### config.mk
export PLATFORM = sky130hd
export DESIGN_NAME = coverage_alpha_pixel_blend_unit_flat
export DESIGN_NICKNAME = d
export VERILOG_FILES = /design/src/hdl/cap_pkg.sv /design/src/hdl/cap_ifs.sv /design/src/hdl/cap_cfg_regs.sv /design/src/hdl/cap_weight_stage.sv /design/src/hdl/cap_blend_stage.sv /design/src/hdl/coverage_alpha_pixel_blend_unit.sv /design/src/flat_wrapper.sv
export SDC_FILE = /design/constraint.sdc
export NUM_CORES = 1
export LEC_CHECK = 0
export ABC_AREA = 1
export BUFFER_PORTS_ARGS = -buffer_cell sky130_fd_sc_hd__clkbuf_2
export CELL_PAD_IN_SITES_DETAIL_PLACEMENT = 2
export CELL_PAD_IN_SITES_GLOBAL_PLACEMENT = 2
export CORE_AREA = 2 2 320 322
export DETAILED_ROUTE_END_ITERATION = 10
export DIE_AREA = 0 0 322 324
export PLACE_DENSITY = 0.63
export SLEW_MARGIN = 20
export SYNTH_ARGS = -nofsm -noshare
export SYNTH_HDL_FRONTEND = slang
export SYNTH_HIERARCHICAL = 1
export SYNTH_SLANG_ARGS = --single-unit
### constraint.sdc
create_clock -name clk -period 5.1 [get_ports clk]
set_clock_uncertainty 0.15 [all_clocks]
set_input_delay 0.255 -clock clk [delete_from_list [all_inputs] [get_ports clk]]
set_output_delay 0.255 -clock clk [all_outputs]
set_load 0.01 [all_outputs]
### src/hdl/cap_pkg.sv
// Shared types, constants and the coverage weight table for the pixel blend unit.
package cap_pkg;

    localparam int ChanW    = 8;
    localparam int DepthW   = 4;
    localparam int OffW     = 3;
    localparam int ApbAddrW = 5;
    localparam int ApbDataW = 32;
    localparam int LutDepth = 256;
    localparam int MaxDepth = 8;

    typedef enum logic [2:0] {
        REG_FG_ALPHA,
        REG_FG_RED,
        REG_FG_GREEN,
        REG_FG_BLUE,
        REG_COV_DEPTH
    } reg_idx_t;

    typedef struct packed {
        logic [ChanW-1:0]  alpha;
        logic [ChanW-1:0]  red;
        logic [ChanW-1:0]  green;
        logic [ChanW-1:0]  blue;
        logic [DepthW-1:0] depth;
    } cfg_t;

    typedef struct packed {
        logic [ChanW-1:0] red;
        logic [ChanW-1:0] green;
        logic [ChanW-1:0] blue;
    } rgb_t;

    typedef struct packed {
        logic             action;
        rgb_t             dst;
        logic [ChanW-1:0] cov_byte;
        logic [OffW-1:0]  bit_offset;
    } pix_req_t;

    typedef struct packed {
        logic [ChanW-1:0] weight;
        rgb_t             dst;
    } wpix_t;

    typedef logic [ChanW-1:0] weight_lut_t [LutDepth];

    // Entry {1, a} with a leading one at bit d holds floor((510*a + m) / (2*m)),
    // m = 2^d - 1. Built by search so no divide appears at all.
    function automatic weight_lut_t build_weight_lut();
        weight_lut_t lut;
        int d;
        int a;
        int m;
        int num;
        int den;
        int w;
        for (int idx = 0; idx < LutDepth; idx++) begin
            d = 0;
            for (int b = 1; b < MaxDepth; b++) begin
                if (idx >= (1 << b)) begin
                    d = b;
                end
            end
            w = 0;
            if (d > 0) begin
                a   = idx - (1 << d);
                m   = (1 << d) - 1;
                num = 510 * a + m;
                den = 2 * m;
                for (int q = 0; q < LutDepth; q++) begin
                    if (q * den <= num) begin
                        w = q;
                    end
                end
            end
            lut[idx] = w[ChanW-1:0];
        end
        return lut;
    endfunction

    localparam weight_lut_t WEIGHT_LUT = build_weight_lut();

endpackage

### src/hdl/cap_ifs.sv
// Pixel request and result stream interfaces.
interface cap_in_if import cap_pkg::*; ();
    logic             valid;
    logic             ready;
    logic             action;
    logic [ChanW-1:0] dst_red;
    logic [ChanW-1:0] dst_green;
    logic [ChanW-1:0] dst_blue;
    logic [ChanW-1:0] coverage_byte;
    logic [OffW-1:0]  bit_offset;

    modport source (
        output valid, action, dst_red, dst_green, dst_blue, coverage_byte, bit_offset,
        input  ready
    );
    modport sink (
        input  valid, action, dst_red, dst_green, dst_blue, coverage_byte, bit_offset,
        output ready
    );
endinterface

interface cap_out_if import cap_pkg::*; ();
    logic             valid;
    logic             ready;
    logic [ChanW-1:0] out_red;
    logic [ChanW-1:0] out_green;
    logic [ChanW-1:0] out_blue;

    modport source (
        output valid, out_red, out_green, out_blue,
        input  ready
    );
    modport sink (
        input  valid, out_red, out_green, out_blue,
        output ready
    );
endinterface

### src/hdl/cap_cfg_regs.sv
// APB configuration registers: foreground color, fill alpha and coverage depth.
module cap_cfg_regs import cap_pkg::*; (
    input  logic                clk,
    input  logic                rst_n,
    input  logic                psel,
    input  logic                penable,
    input  logic                pwrite,
    input  logic [ApbAddrW-1:0] paddr,
    input  logic [ApbDataW-1:0] pwdata,
    output logic [ApbDataW-1:0] prdata,
    output logic                pready,
    output cfg_t                cfg
);

    cfg_t     cfg_reg;
    cfg_t     cfg_next;
    reg_idx_t sel;
    logic     wr_en;

    assign pready = 1'b1;
    assign sel    = reg_idx_t'(paddr[ApbAddrW-1:2]);
    assign wr_en  = psel && penable && pwrite;
    assign cfg    = cfg_reg;

    always_comb
    begin
        cfg_next = cfg_reg;
        if (wr_en)
        begin
            case (sel)
                REG_FG_ALPHA:  cfg_next.alpha = pwdata[ChanW-1:0];
                REG_FG_RED:    cfg_next.red   = pwdata[ChanW-1:0];
                REG_FG_GREEN:  cfg_next.green = pwdata[ChanW-1:0];
                REG_FG_BLUE:   cfg_next.blue  = pwdata[ChanW-1:0];
                REG_COV_DEPTH: cfg_next.depth = pwdata[DepthW-1:0];
                default:       cfg_next = cfg_reg;
            endcase
        end
    end

    always_comb
    begin
        case (sel)
            REG_FG_ALPHA:  prdata = {{(ApbDataW-ChanW){1'b0}}, cfg_reg.alpha};
            REG_FG_RED:    prdata = {{(ApbDataW-ChanW){1'b0}}, cfg_reg.red};
            REG_FG_GREEN:  prdata = {{(ApbDataW-ChanW){1'b0}}, cfg_reg.green};
            REG_FG_BLUE:   prdata = {{(ApbDataW-ChanW){1'b0}}, cfg_reg.blue};
            REG_COV_DEPTH: prdata = {{(ApbDataW-DepthW){1'b0}}, cfg_reg.depth};
            default:       prdata = '0;
        endcase
    end

    always_ff @(posedge clk or negedge rst_n)
    begin
        if (!rst_n)
        begin
            cfg_reg.alpha <= 8'd255;
            cfg_reg.red   <= 8'd255;
            cfg_reg.green <= 8'd255;
            cfg_reg.blue  <= 8'd255;
            cfg_reg.depth <= 4'd1;
        end
        else
        begin
            cfg_reg <= cfg_next;
        end
    end

endmodule

### src/hdl/cap_weight_stage.sv
// Stages 1-2: coverage field extraction, then weight lookup and fill/bitmap select.
module cap_weight_stage import cap_pkg::*; (
    input  logic     clk,
    input  logic     rst_n,
    input  cfg_t     cfg,
    input  logic     in_valid,
    output logic     in_ready,
    input  pix_req_t in_req,
    output logic     out_valid,
    input  logic     out_ready,
    output wpix_t    out_pix
);

    typedef struct packed {
        logic             action;
        logic             full;
        logic [ChanW-1:0] idx;
        rgb_t             dst;
    } s1_t;

    logic             v1_reg;
    logic             v2_reg;
    s1_t              s1_reg;
    s1_t              s1_next;
    wpix_t            s2_reg;
    wpix_t            s2_next;
    logic             en1;
    logic             en2;
    logic [DepthW-1:0] depth;
    logic [DepthW-1:0] off_max;
    logic [DepthW-1:0] offset;
    logic [DepthW-1:0] shamt;
    logic [ChanW-1:0]  mask;
    logic [ChanW-1:0]  cov;
    logic [ChanW:0]    marked;
    logic [ChanW-1:0]  cov_w;

    assign en2      = !v2_reg || out_ready;
    assign en1      = !v1_reg || en2;
    assign in_ready = en1;

    // Stage 1: clamp depth and offset, pull the coverage field out of the byte
    always_comb
    begin
        if (cfg.depth == '0)
            depth = DepthW'(1);
        else if (cfg.depth > DepthW'(MaxDepth))
            depth = DepthW'(MaxDepth);
        else
            depth = cfg.depth;
        off_max = DepthW'(MaxDepth) - depth;
        offset  = ({1'b0, in_req.bit_offset} > off_max) ? off_max : {1'b0, in_req.bit_offset};
        shamt   = DepthW'(MaxDepth) - depth - offset;
        mask    = ChanW'((9'd1 << depth) - 9'd1);
        cov     = (in_req.cov_byte >> shamt) & mask;
        // leading one marks the depth, giving a packed table index
        marked  = (9'd1 << depth) | {1'b0, cov};

        s1_next.action = in_req.action;
        s1_next.full   = (depth == DepthW'(MaxDepth));
        s1_next.idx    = s1_next.full ? cov : marked[ChanW-1:0];
        s1_next.dst    = in_req.dst;
    end

    // Stage 2: full-depth coverage is already 0..255
    always_comb
    begin
        cov_w          = s1_reg.full ? s1_reg.idx : WEIGHT_LUT[s1_reg.idx];
        s2_next.weight = s1_reg.action ? cov_w : cfg.alpha;
        s2_next.dst    = s1_reg.dst;
    end

    always_ff @(posedge clk or negedge rst_n)
    begin
        if (!rst_n)
        begin
            v1_reg <= 1'b0;
            v2_reg <= 1'b0;
        end
        else
        begin
            if (en1)
                v1_reg <= in_valid;
            if (en2)
                v2_reg <= v1_reg;
        end
    end

    always_ff @(posedge clk)
    begin
        if (en1)
            s1_reg <= s1_next;
        if (en2)
            s2_reg <= s2_next;
    end

    assign out_valid = v2_reg;
    assign out_pix   = s2_reg;

endmodule

### src/hdl/cap_blend_stage.sv
// Stages 3-4: per-channel weighted products, then sum and scale down.
module cap_blend_stage import cap_pkg::*; (
    input  logic  clk,
    input  logic  rst_n,
    input  cfg_t  cfg,
    input  logic  in_valid,
    output logic  in_ready,
    input  wpix_t in_pix,
    output logic  out_valid,
    input  logic  out_ready,
    output rgb_t  out_rgb
);

    typedef struct packed {
        logic [2*ChanW-1:0] fg_r;
        logic [2*ChanW-1:0] fg_g;
        logic [2*ChanW-1:0] fg_b;
        logic [2*ChanW-1:0] dst_r;
        logic [2*ChanW-1:0] dst_g;
        logic [2*ChanW-1:0] dst_b;
    } prod_t;

    logic             v3_reg;
    logic             v4_reg;
    prod_t            p_reg;
    prod_t            p_next;
    rgb_t             o_reg;
    rgb_t             o_next;
    logic             en3;
    logic             en4;
    logic [ChanW-1:0] inv_w;
    logic [2*ChanW:0] sum_r;
    logic [2*ChanW:0] sum_g;
    logic [2*ChanW:0] sum_b;

    assign en4      = !v4_reg || out_ready;
    assign en3      = !v3_reg || en4;
    assign in_ready = en3;

    always_comb
    begin
        inv_w        = 8'd255 - in_pix.weight;
        p_next.fg_r  = 16'(cfg.red)   * 16'(in_pix.weight);
        p_next.fg_g  = 16'(cfg.green) * 16'(in_pix.weight);
        p_next.fg_b  = 16'(cfg.blue)  * 16'(in_pix.weight);
        p_next.dst_r = 16'(in_pix.dst.red)   * 16'(inv_w);
        p_next.dst_g = 16'(in_pix.dst.green) * 16'(inv_w);
        p_next.dst_b = 16'(in_pix.dst.blue)  * 16'(inv_w);
    end

    // sums stay below 2^16, so bits 15:8 are the >>8 result
    always_comb
    begin
        sum_r        = {1'b0, p_reg.fg_r} + {1'b0, p_reg.dst_r};
        sum_g        = {1'b0, p_reg.fg_g} + {1'b0, p_reg.dst_g};
        sum_b        = {1'b0, p_reg.fg_b} + {1'b0, p_reg.dst_b};
        o_next.red   = sum_r[2*ChanW-1:ChanW];
        o_next.green = sum_g[2*ChanW-1:ChanW];
        o_next.blue  = sum_b[2*ChanW-1:ChanW];
    end

    always_ff @(posedge clk or negedge rst_n)
    begin
        if (!rst_n)
        begin
            v3_reg <= 1'b0;
            v4_reg <= 1'b0;
        end
        else
        begin
            if (en3)
                v3_reg <= in_valid;
            if (en4)
                v4_reg <= v3_reg;
        end
    end

    always_ff @(posedge clk)
    begin
        if (en3)
            p_reg <= p_next;
        if (en4)
            o_reg <= o_next;
    end

    assign out_valid = v4_reg;
    assign out_rgb   = o_reg;

endmodule

### src/hdl/coverage_alpha_pixel_blend_unit.sv
// Top level of the coverage alpha pixel blend unit.
// An input passes the extract, lookup, multiply and sum registers before result valid.
// Throughput: one pixel per cycle; each of the four stages holds one pixel and stalls
// only when the stage after it is full and blocked.
// Reset (rst_n, async, active low) empties the pipeline and loads the registers with
// fg color 255/255/255, fg_alpha 255 and coverage_depth 1.
module coverage_alpha_pixel_blend_unit import cap_pkg::*; (
    input  logic                clk,
    input  logic                rst_n,
    cap_in_if.sink              pix_in,
    cap_out_if.source           pix_out,
    input  logic                psel,
    input  logic                penable,
    input  logic                pwrite,
    input  logic [ApbAddrW-1:0] paddr,
    input  logic [ApbDataW-1:0] pwdata,
    output logic [ApbDataW-1:0] prdata,
    output logic                pready
);

    cfg_t     cfg;
    pix_req_t req;
    wpix_t    wpix;
    logic     w_valid;
    logic     w_ready;
    rgb_t     res;

    assign req.action     = pix_in.action;
    assign req.dst.red    = pix_in.dst_red;
    assign req.dst.green  = pix_in.dst_green;
    assign req.dst.blue   = pix_in.dst_blue;
    assign req.cov_byte   = pix_in.coverage_byte;
    assign req.bit_offset = pix_in.bit_offset;

    cap_cfg_regs u_regs (
        .clk     (clk),
        .rst_n   (rst_n),
        .psel    (psel),
        .penable (penable),
        .pwrite  (pwrite),
        .paddr   (paddr),
        .pwdata  (pwdata),
        .prdata  (prdata),
        .pready  (pready),
        .cfg     (cfg)
    );

    cap_weight_stage u_weight (
        .clk       (clk),
        .rst_n     (rst_n),
        .cfg       (cfg),
        .in_valid  (pix_in.valid),
        .in_ready  (pix_in.ready),
        .in_req    (req),
        .out_valid (w_valid),
        .out_ready (w_ready),
        .out_pix   (wpix)
    );

    cap_blend_stage u_blend (
        .clk       (clk),
        .rst_n     (rst_n),
        .cfg       (cfg),
        .in_valid  (w_valid),
        .in_ready  (w_ready),
        .in_pix    (wpix),
        .out_valid (pix_out.valid),
        .out_ready (pix_out.ready),
        .out_rgb   (res)
    );

    assign pix_out.out_red   = res.red;
    assign pix_out.out_green = res.green;
    assign pix_out.out_blue  = res.blue;

endmodule

### src/flat_wrapper.sv
// flat-port wrapper written by rule: the top's interface ports become plain ports
module coverage_alpha_pixel_blend_unit_flat import cap_pkg::*;
  (clk, rst_n, psel, penable, pwrite, paddr, pwdata, prdata, pready, pix_in_valid, pix_in_action, pix_in_dst_red, pix_in_dst_green, pix_in_dst_blue, pix_in_coverage_byte, pix_in_bit_offset, pix_in_ready, pix_out_valid, pix_out_out_red, pix_out_out_green, pix_out_out_blue, pix_out_ready);
  cap_in_if pix_in_i ();
  cap_out_if pix_out_i ();
  input  logic clk;
  input  logic rst_n;
  input  logic psel;
  input  logic penable;
  input  logic pwrite;
  input  logic [ApbAddrW-1:0] paddr;
  input  logic [ApbDataW-1:0] pwdata;
  output logic [ApbDataW-1:0] prdata;
  output logic pready;
  input wire logic [$bits(pix_in_i.valid)-1:0] pix_in_valid;
  input wire logic [$bits(pix_in_i.action)-1:0] pix_in_action;
  input wire logic [$bits(pix_in_i.dst_red)-1:0] pix_in_dst_red;
  input wire logic [$bits(pix_in_i.dst_green)-1:0] pix_in_dst_green;
  input wire logic [$bits(pix_in_i.dst_blue)-1:0] pix_in_dst_blue;
  input wire logic [$bits(pix_in_i.coverage_byte)-1:0] pix_in_coverage_byte;
  input wire logic [$bits(pix_in_i.bit_offset)-1:0] pix_in_bit_offset;
  output wire logic [$bits(pix_in_i.ready)-1:0] pix_in_ready;
  output wire logic [$bits(pix_out_i.valid)-1:0] pix_out_valid;
  output wire logic [$bits(pix_out_i.out_red)-1:0] pix_out_out_red;
  output wire logic [$bits(pix_out_i.out_green)-1:0] pix_out_out_green;
  output wire logic [$bits(pix_out_i.out_blue)-1:0] pix_out_out_blue;
  input wire logic [$bits(pix_out_i.ready)-1:0] pix_out_ready;
  assign pix_in_i.valid = pix_in_valid;
  assign pix_in_i.action = pix_in_action;
  assign pix_in_i.dst_red = pix_in_dst_red;
  assign pix_in_i.dst_green = pix_in_dst_green;
  assign pix_in_i.dst_blue = pix_in_dst_blue;
  assign pix_in_i.coverage_byte = pix_in_coverage_byte;
  assign pix_in_i.bit_offset = pix_in_bit_offset;
  assign pix_in_ready = pix_in_i.ready;
  assign pix_out_valid = pix_out_i.valid;
  assign pix_out_out_red = pix_out_i.out_red;
  assign pix_out_out_green = pix_out_i.out_green;
  assign pix_out_out_blue = pix_out_i.out_blue;
  assign pix_out_i.ready = pix_out_ready;
  coverage_alpha_pixel_blend_unit u_core (.clk(clk), .rst_n(rst_n), .pix_in(pix_in_i), .pix_out(pix_out_i), .psel(psel), .penable(penable), .pwrite(pwrite), .paddr(paddr), .pwdata(pwdata), .prdata(prdata), .pready(pready));
endmodule
==> results.cfg, run 1 <==
[outcome]
outcome = completed

[floorplan]
start_util_pct = 24.9
rows = 117
dieArea_um2 = 104000
ios = 139
die_w_um = 322
coreArea_um2 = 101000
die_y_um = 324

[synthesis]
ys_ff_latch = 226
seq_area_frac_synth_pct = 26.4
synthAdderAreaFrac_pct = 30.8
synth_xor_area_share_pct = 1.88
synth_top_family_by_area = adder cells
synthesis.instances = 3202
synth_compound_area_share_pct = 5.18
synthSimpleGateAreaFrac_pct = 22.1
yosysUniqueCellTypes = 47
ys_warn_count = 6
synthTopCellsByArea = edfxtp_1 22%, fa_1 17%, ha_1 13%
syn_avg_cell_area_um2 = 7.84
synth.top_cell.area_share_pct = 22.2
synth_area_um2 = 25100
synth_top_cell_by_area = edfxtp_1
yosys-mux-area-fraction_pct = 0

[clock_tree]
hold_buffers = 40
cts_resized = 0
clk_path_buf_depth = 3
clockRootBuffer = clkbuf_16
path_clk_slew_ns = 0.06
cts_buffers = 34
cts_htree_levels = 2
cts_tree = yes
post-cts-setup-buffers = 0
clock-sinks = 226
clk_latency_ns = 0.58

[sta]
fin_ws_ns = 0.421
drv_slew = 0
period_share_pct = 91.7
max_slew.worst_pin.slew_ns = 1.05
hold_viol_final = 0
max_freq_ghz = 0.214
period_needed_ns = 4.68
grt_setup_unrepaired = false
setup_viol = 0
maxSlewHeadroom_pct = 29.5
fin_tns_setup_ns = 0
holdWs_ns = 0.0420

[hold_path]
holdPathStages = 3
worstHoldPathType = input pin to flip-flop

[layout]
layout_commonest_cell = nand2_1
final_core_util_pct = 28.2
antenna_cells = 0
drive_gt1_share_pct = 8.13
nets = 3876
final_cell_mix = 857 x nand2_1, 735 x inv_1, 286 x nor2_1, 270 x ha_1, 217 x fa_1
area_growth_pct = 13.3
largest_register_ffs = 96

[routing]
drcViolationCount = 0
via_count = 20300
ant_nets = 0
drtIter0Drc = 541
dr.pass1.iters = 4
viasPerCell = 4.38
routedWlPerCell_um = 16.4
routed_wl_um = 76400

[global_routing]
antenna_found_initial = 0
grt.overflow.total = 0
grt_pass1_vias = 23000
grt_pass1_wl_um = 124000
grt_start_max_net_pins = 68
grt.total_usage_pct = 15.1

[worst_setup_path]
start_kind = flip-flop
critical_path_class = flip-flop to flip-flop
critPathArrivalTime_ns = 4.84
worst-path-max-fanout = 9
end_kind = flip-flop
reg2reg_depth = 15
cp.required_ns = 5.27

[placement]
dp_hpwl_um = 62000
gp_congestion = 0.755
preCtsSetupSlack_ns = 0.370
port_buffers = 87

[flow_run]
cap_violations = 0
-- metal layers --
| layer | wire (um) | global-route usage, % | vias to the layer above |
|---|---|---|---|
| met4 | 1300 | 3.08 | 0 |
| met1 | 35300 | 19.3 | 10200 |
| met2 | 38200 | 27.6 | 153 |
| li1 | - | - | 9933 |
| met3 | 1510 | 1.57 | 66 |
| met5 | 0 | 0 | - |
-- cells in the mapped netlist (all sizes together) --
| cell | instances |
|---|---|
| conb | 2 |
| and2 | 6 |
| nand4 | 44 |
| clkbuf | 20 |
| nand3 | 113 |
| o21ai | 87 |
| nor2 | 294 |
| o221ai | 1 |
| or2 | 1 |
| a21oi | 105 |
| inv | 747 |
| clkinv | 3 |
| dfrtp | 7 |
| fa | 217 |
| ha | 270 |
| a21o | 2 |
| dfstp | 33 |
| xor2 | 20 |
| edfxtp | 186 |
| o31ai | 3 |
| a21boi | 1 |
| xnor2 | 33 |
| o21bai | 22 |
| nand2 | 871 |
| nand3b | 6 |
| o2111ai | 1 |
| o211ai | 2 |
| buf | 87 |
| nor3 | 17 |
| a31oi | 1 |
-- final cells by class --
| cell class | count | area [um^2] |
|---|---|---|
| clock buffers | 42 | 943 |
| clock inverters | 19 | 148 |
| fillers | 11800 | 72600 |
| inverters | 750 | 2820 |
| multi-input cells | 2142 | 15200 |
| flip-flops and latches | 226 | 6630 |
| well taps | 1309 | 1640 |
| repair buffers | 155 | 1120 |
-- critical path: stages (launching register included) --
cell and delay [ns]:
edfxtp_1 0.41, clkinv_1 0.46, nand2_1 0.22, fa_1 0.46, fa_1 0.56, inv_1 0.06, fa_1 0.53, inv_1 0.05
fa_1 0.53, inv_1 0.04, ha_1 0.36, nand2_1 0.13, o21bai_1 0.23, nand2_1 0.10, nand4_1 0.08, nand2_1 0.05
-- kinds of logic after synthesis --
| group | Yosys count |
|---|---|
| buffers and inverters | 857 |
| adder cells (fa/ha/maj) | 487 |
| flip-flops | 226 |
| AO/OA/AOI/OAI | 225 |
| other | 2 |
| XOR/XNOR | 53 |
| AND/OR/NAND/NOR | 1352 |
-- worst paths after layout --
kind / slack (ns) / end / startpoint
worst max register to register: 0.42 / u_core/u_blend/p_reg[13] / u_core/u_weight/out_pix[29]
worst min-delay path: 0.04 / u_core/u_regs/cfg[0] / paddr[4]
max in group asynchronous: 4.21 / u_core/u_blend/out_valid / rst_n
worst min register to register: 0.26 / u_core/u_weight/out_pix[5] / u_core/u_weight/s1_reg[5]
min in group asynchronous: 0.19 / u_core/u_regs/cfg[3] / rst_n
worst max-delay path: 0.42 / u_core/u_blend/p_reg[13] / u_core/u_weight/out_pix[29]
-- stage by stage --
stage / std cells / instance area [um^2]
2_1_floorplan: 3225 / 25200
3_3_place_gp: 4542 / 27000
3_5_place_dp: 4542 / 27000
4_1_cts: 4643 / 28400
5_1_grt: 4643 / 28400
6_report: 4643 / 28400
Power of run 1 is not shown: default switching activity piles up to over one toggle a cycle in this logic, so the estimate is an artifact.
==> run 2, diff against run 1 <==
--- a/config.mk
+++ b/config.mk
@@ -10,6 +10,7 @@
 export CELL_PAD_IN_SITES_DETAIL_PLACEMENT = 2
 export CELL_PAD_IN_SITES_GLOBAL_PLACEMENT = 2
 export CORE_AREA = 2 2 320 322
+export CTS_BUF_LIST = sky130_fd_sc_hd__clkbuf_8
 export DETAILED_ROUTE_END_ITERATION = 10
 export DIE_AREA = 0 0 322 324
 export PLACE_DENSITY = 0.63
==> run 2 against run 1 <==
Net effect:
- die area unchanged
- count of clock-buffer cells in the layout increased by 11
- setup slack got worse by 0.039 ns
- cell area increased by 0.81%
- register-to-register slack got worse by 0.04 ns
- critical path type unchanged
==> results.cfg, run 2 (synthesis gave the netlist of run 1 again) <==
[outcome]
outcome = completed

[worst_setup_path]
critical_path_class = flip-flop to flip-flop
end_kind = flip-flop
worst-path-max-fanout = 9
cp.required_ns = 5.47
critPathArrivalTime_ns = 5.09
start_kind = flip-flop

[routing]
routedWlPerCell_um = 16.3
routed_wl_um = 76800
dr.pass1.iters = 4
via_count = 20600
drtIter0Drc = 491
viasPerCell = 4.37
ant_nets = 0
drcViolationCount = 0

[layout]
area_growth_pct = 14.2
layout_commonest_cell = nand2_1
final_cell_mix = 857 x nand2_1, 748 x inv_1, 286 x nor2_1, 270 x ha_1, 217 x fa_1
nets = 3918
n_fill_cell = 11800
largest_register_ffs = 96
drive_gt1_share_pct = 8.66

[clock_tree]
clk_latency_ns = 0.72
cts_buffers = 51
clk_path_buf_depth = 3
cts_resized = 0
clockRootBuffer = clkbuf_8
cts_tree = yes
clock-sinks = 226
cts_htree_levels = 2
path_clk_slew_ns = 0.05

[placement]
gp_congestion = 0.755
port_buffers = 87
preCtsSetupSlack_ns = 0.370
dp_hpwl_um = 62000

[global_routing]
grt.overflow.total = 0
grt.total_usage_pct = 15.2
grt_pass1_vias = 23300
antenna_found_initial = 2
grt_start_max_net_pins = 68
grt_pass1_wl_um = 125000

[sta]
maxSlewHeadroom_pct = 30.2
max_freq_ghz = 0.212
grt_setup_unrepaired = false
fin_tns_setup_ns = 0
period_needed_ns = 4.72
max_slew.worst_pin.slew_ns = 1.04
hold_viol_final = 0
fin_ws_ns = 0.382
drv_slew = 0
period_share_pct = 92.5
setup_viol = 0

[hold_path]
worstHoldPathType = input pin to flip-flop

[flow_run]
cap_violations = 0

[floorplan]
start_util_pct = 24.9
coreArea_um2 = 101000
dieArea_um2 = 104000
die_y_um = 324
ios = 139
rows = 117
die_w_um = 322
==> run 2: cell count changes in the layout (fill, tap and decap cells not counted), sizes merged <==
cell         delta
clkinvlp        +3
inv            +12
diode           +1
clkinv          +5
bufinv          +4
dlygate4sd3    +25
clkbuf         +11
==> run 2: final cells by class <==
class	instances	area, um^2	share of cell area (%)
Inverter	750	2820	9.83
Timing Repair Buffer	180	1370	4.78
Multi-Input combinational cell	2142	15200	52.8
Antenna cell	1	2.50	0.00873
Clock buffer	53	729	2.54
Tap cell	1309	1640	5.71
Sequential cell	226	6630	23.1
Clock inverter	43	339	1.18
==> run 2: critical path: stages, from the launching register on <==
cell and delay, ns:
dfstp_2 0.54, o21bai_1 0.12, nand2_1 0.14, inv_1 0.15
ha_1 0.31, ha_1 0.32, inv_1 0.06, nor2_1 0.04
o211ai_1 0.14, o21ai_0 0.23, nand2_1 0.12, o21ai_0 0.09
ha_1 0.29, fa_1 0.77, inv_1 0.17, nand2_1 0.10
nand2_1 0.05, dlygate4sd3_1 0.57, o31ai_1 0.19
==> run 2: metrics by stage <==
step	util (%)	instances	hold slack [ns]	area, um^2
after global routing	28.4	4704	0.0848	28700
after floorplan	-	3225	-0.191	25200
after CTS	28.4	4703	0.00177	28700
final	28.4	4704	0.0989	28700
after global placement	26.7	4542	0.247	27000
after detailed placement	26.7	4542	0.247	27000
==> run 2: final timing paths <==
check                                           startpoint                          end  slack, ns  cells past startpoint
worst max-delay path                  u_core/u_regs/cfg[0]   u_core/u_weight/s1_reg[28]       0.38                     18
worst min-delay path               pix_in_coverage_byte[3]   u_core/u_weight/s1_reg[26]        0.1                      7
worst max register to register        u_core/u_regs/cfg[0]   u_core/u_weight/s1_reg[28]       0.38                     18
worst min register to register  u_core/u_weight/s1_reg[17]  u_core/u_weight/out_pix[17]       0.26                      0
max in group asynchronous                            rst_n        u_core/u_regs/cfg[25]       3.80                      4
min in group asynchronous                            rst_n        u_core/u_blend/v3_reg       0.61                      4
==> run 2: metal layers <==
metal	vias up	part of all wire (%)	global-route usage [%]	wire [um]
li1	10000	-	-	-
met3	79	2.4	1.87	1820
met5	-	0	0	0
met1	10300	46	19.0	35000
met4	0	2.0	4.04	1560
met2	176	50	27.5	38400
==> run 2: repair_timing <==
| item | 4_1_cts | 5_1_grt |
|---|---|---|
| endpoints found under the hold margin | 111 | 0 |
| hold buffers | 65 | 0 |
| buffers inserted | 0 | 0 |
Power of run 2 is left out for the same reason.
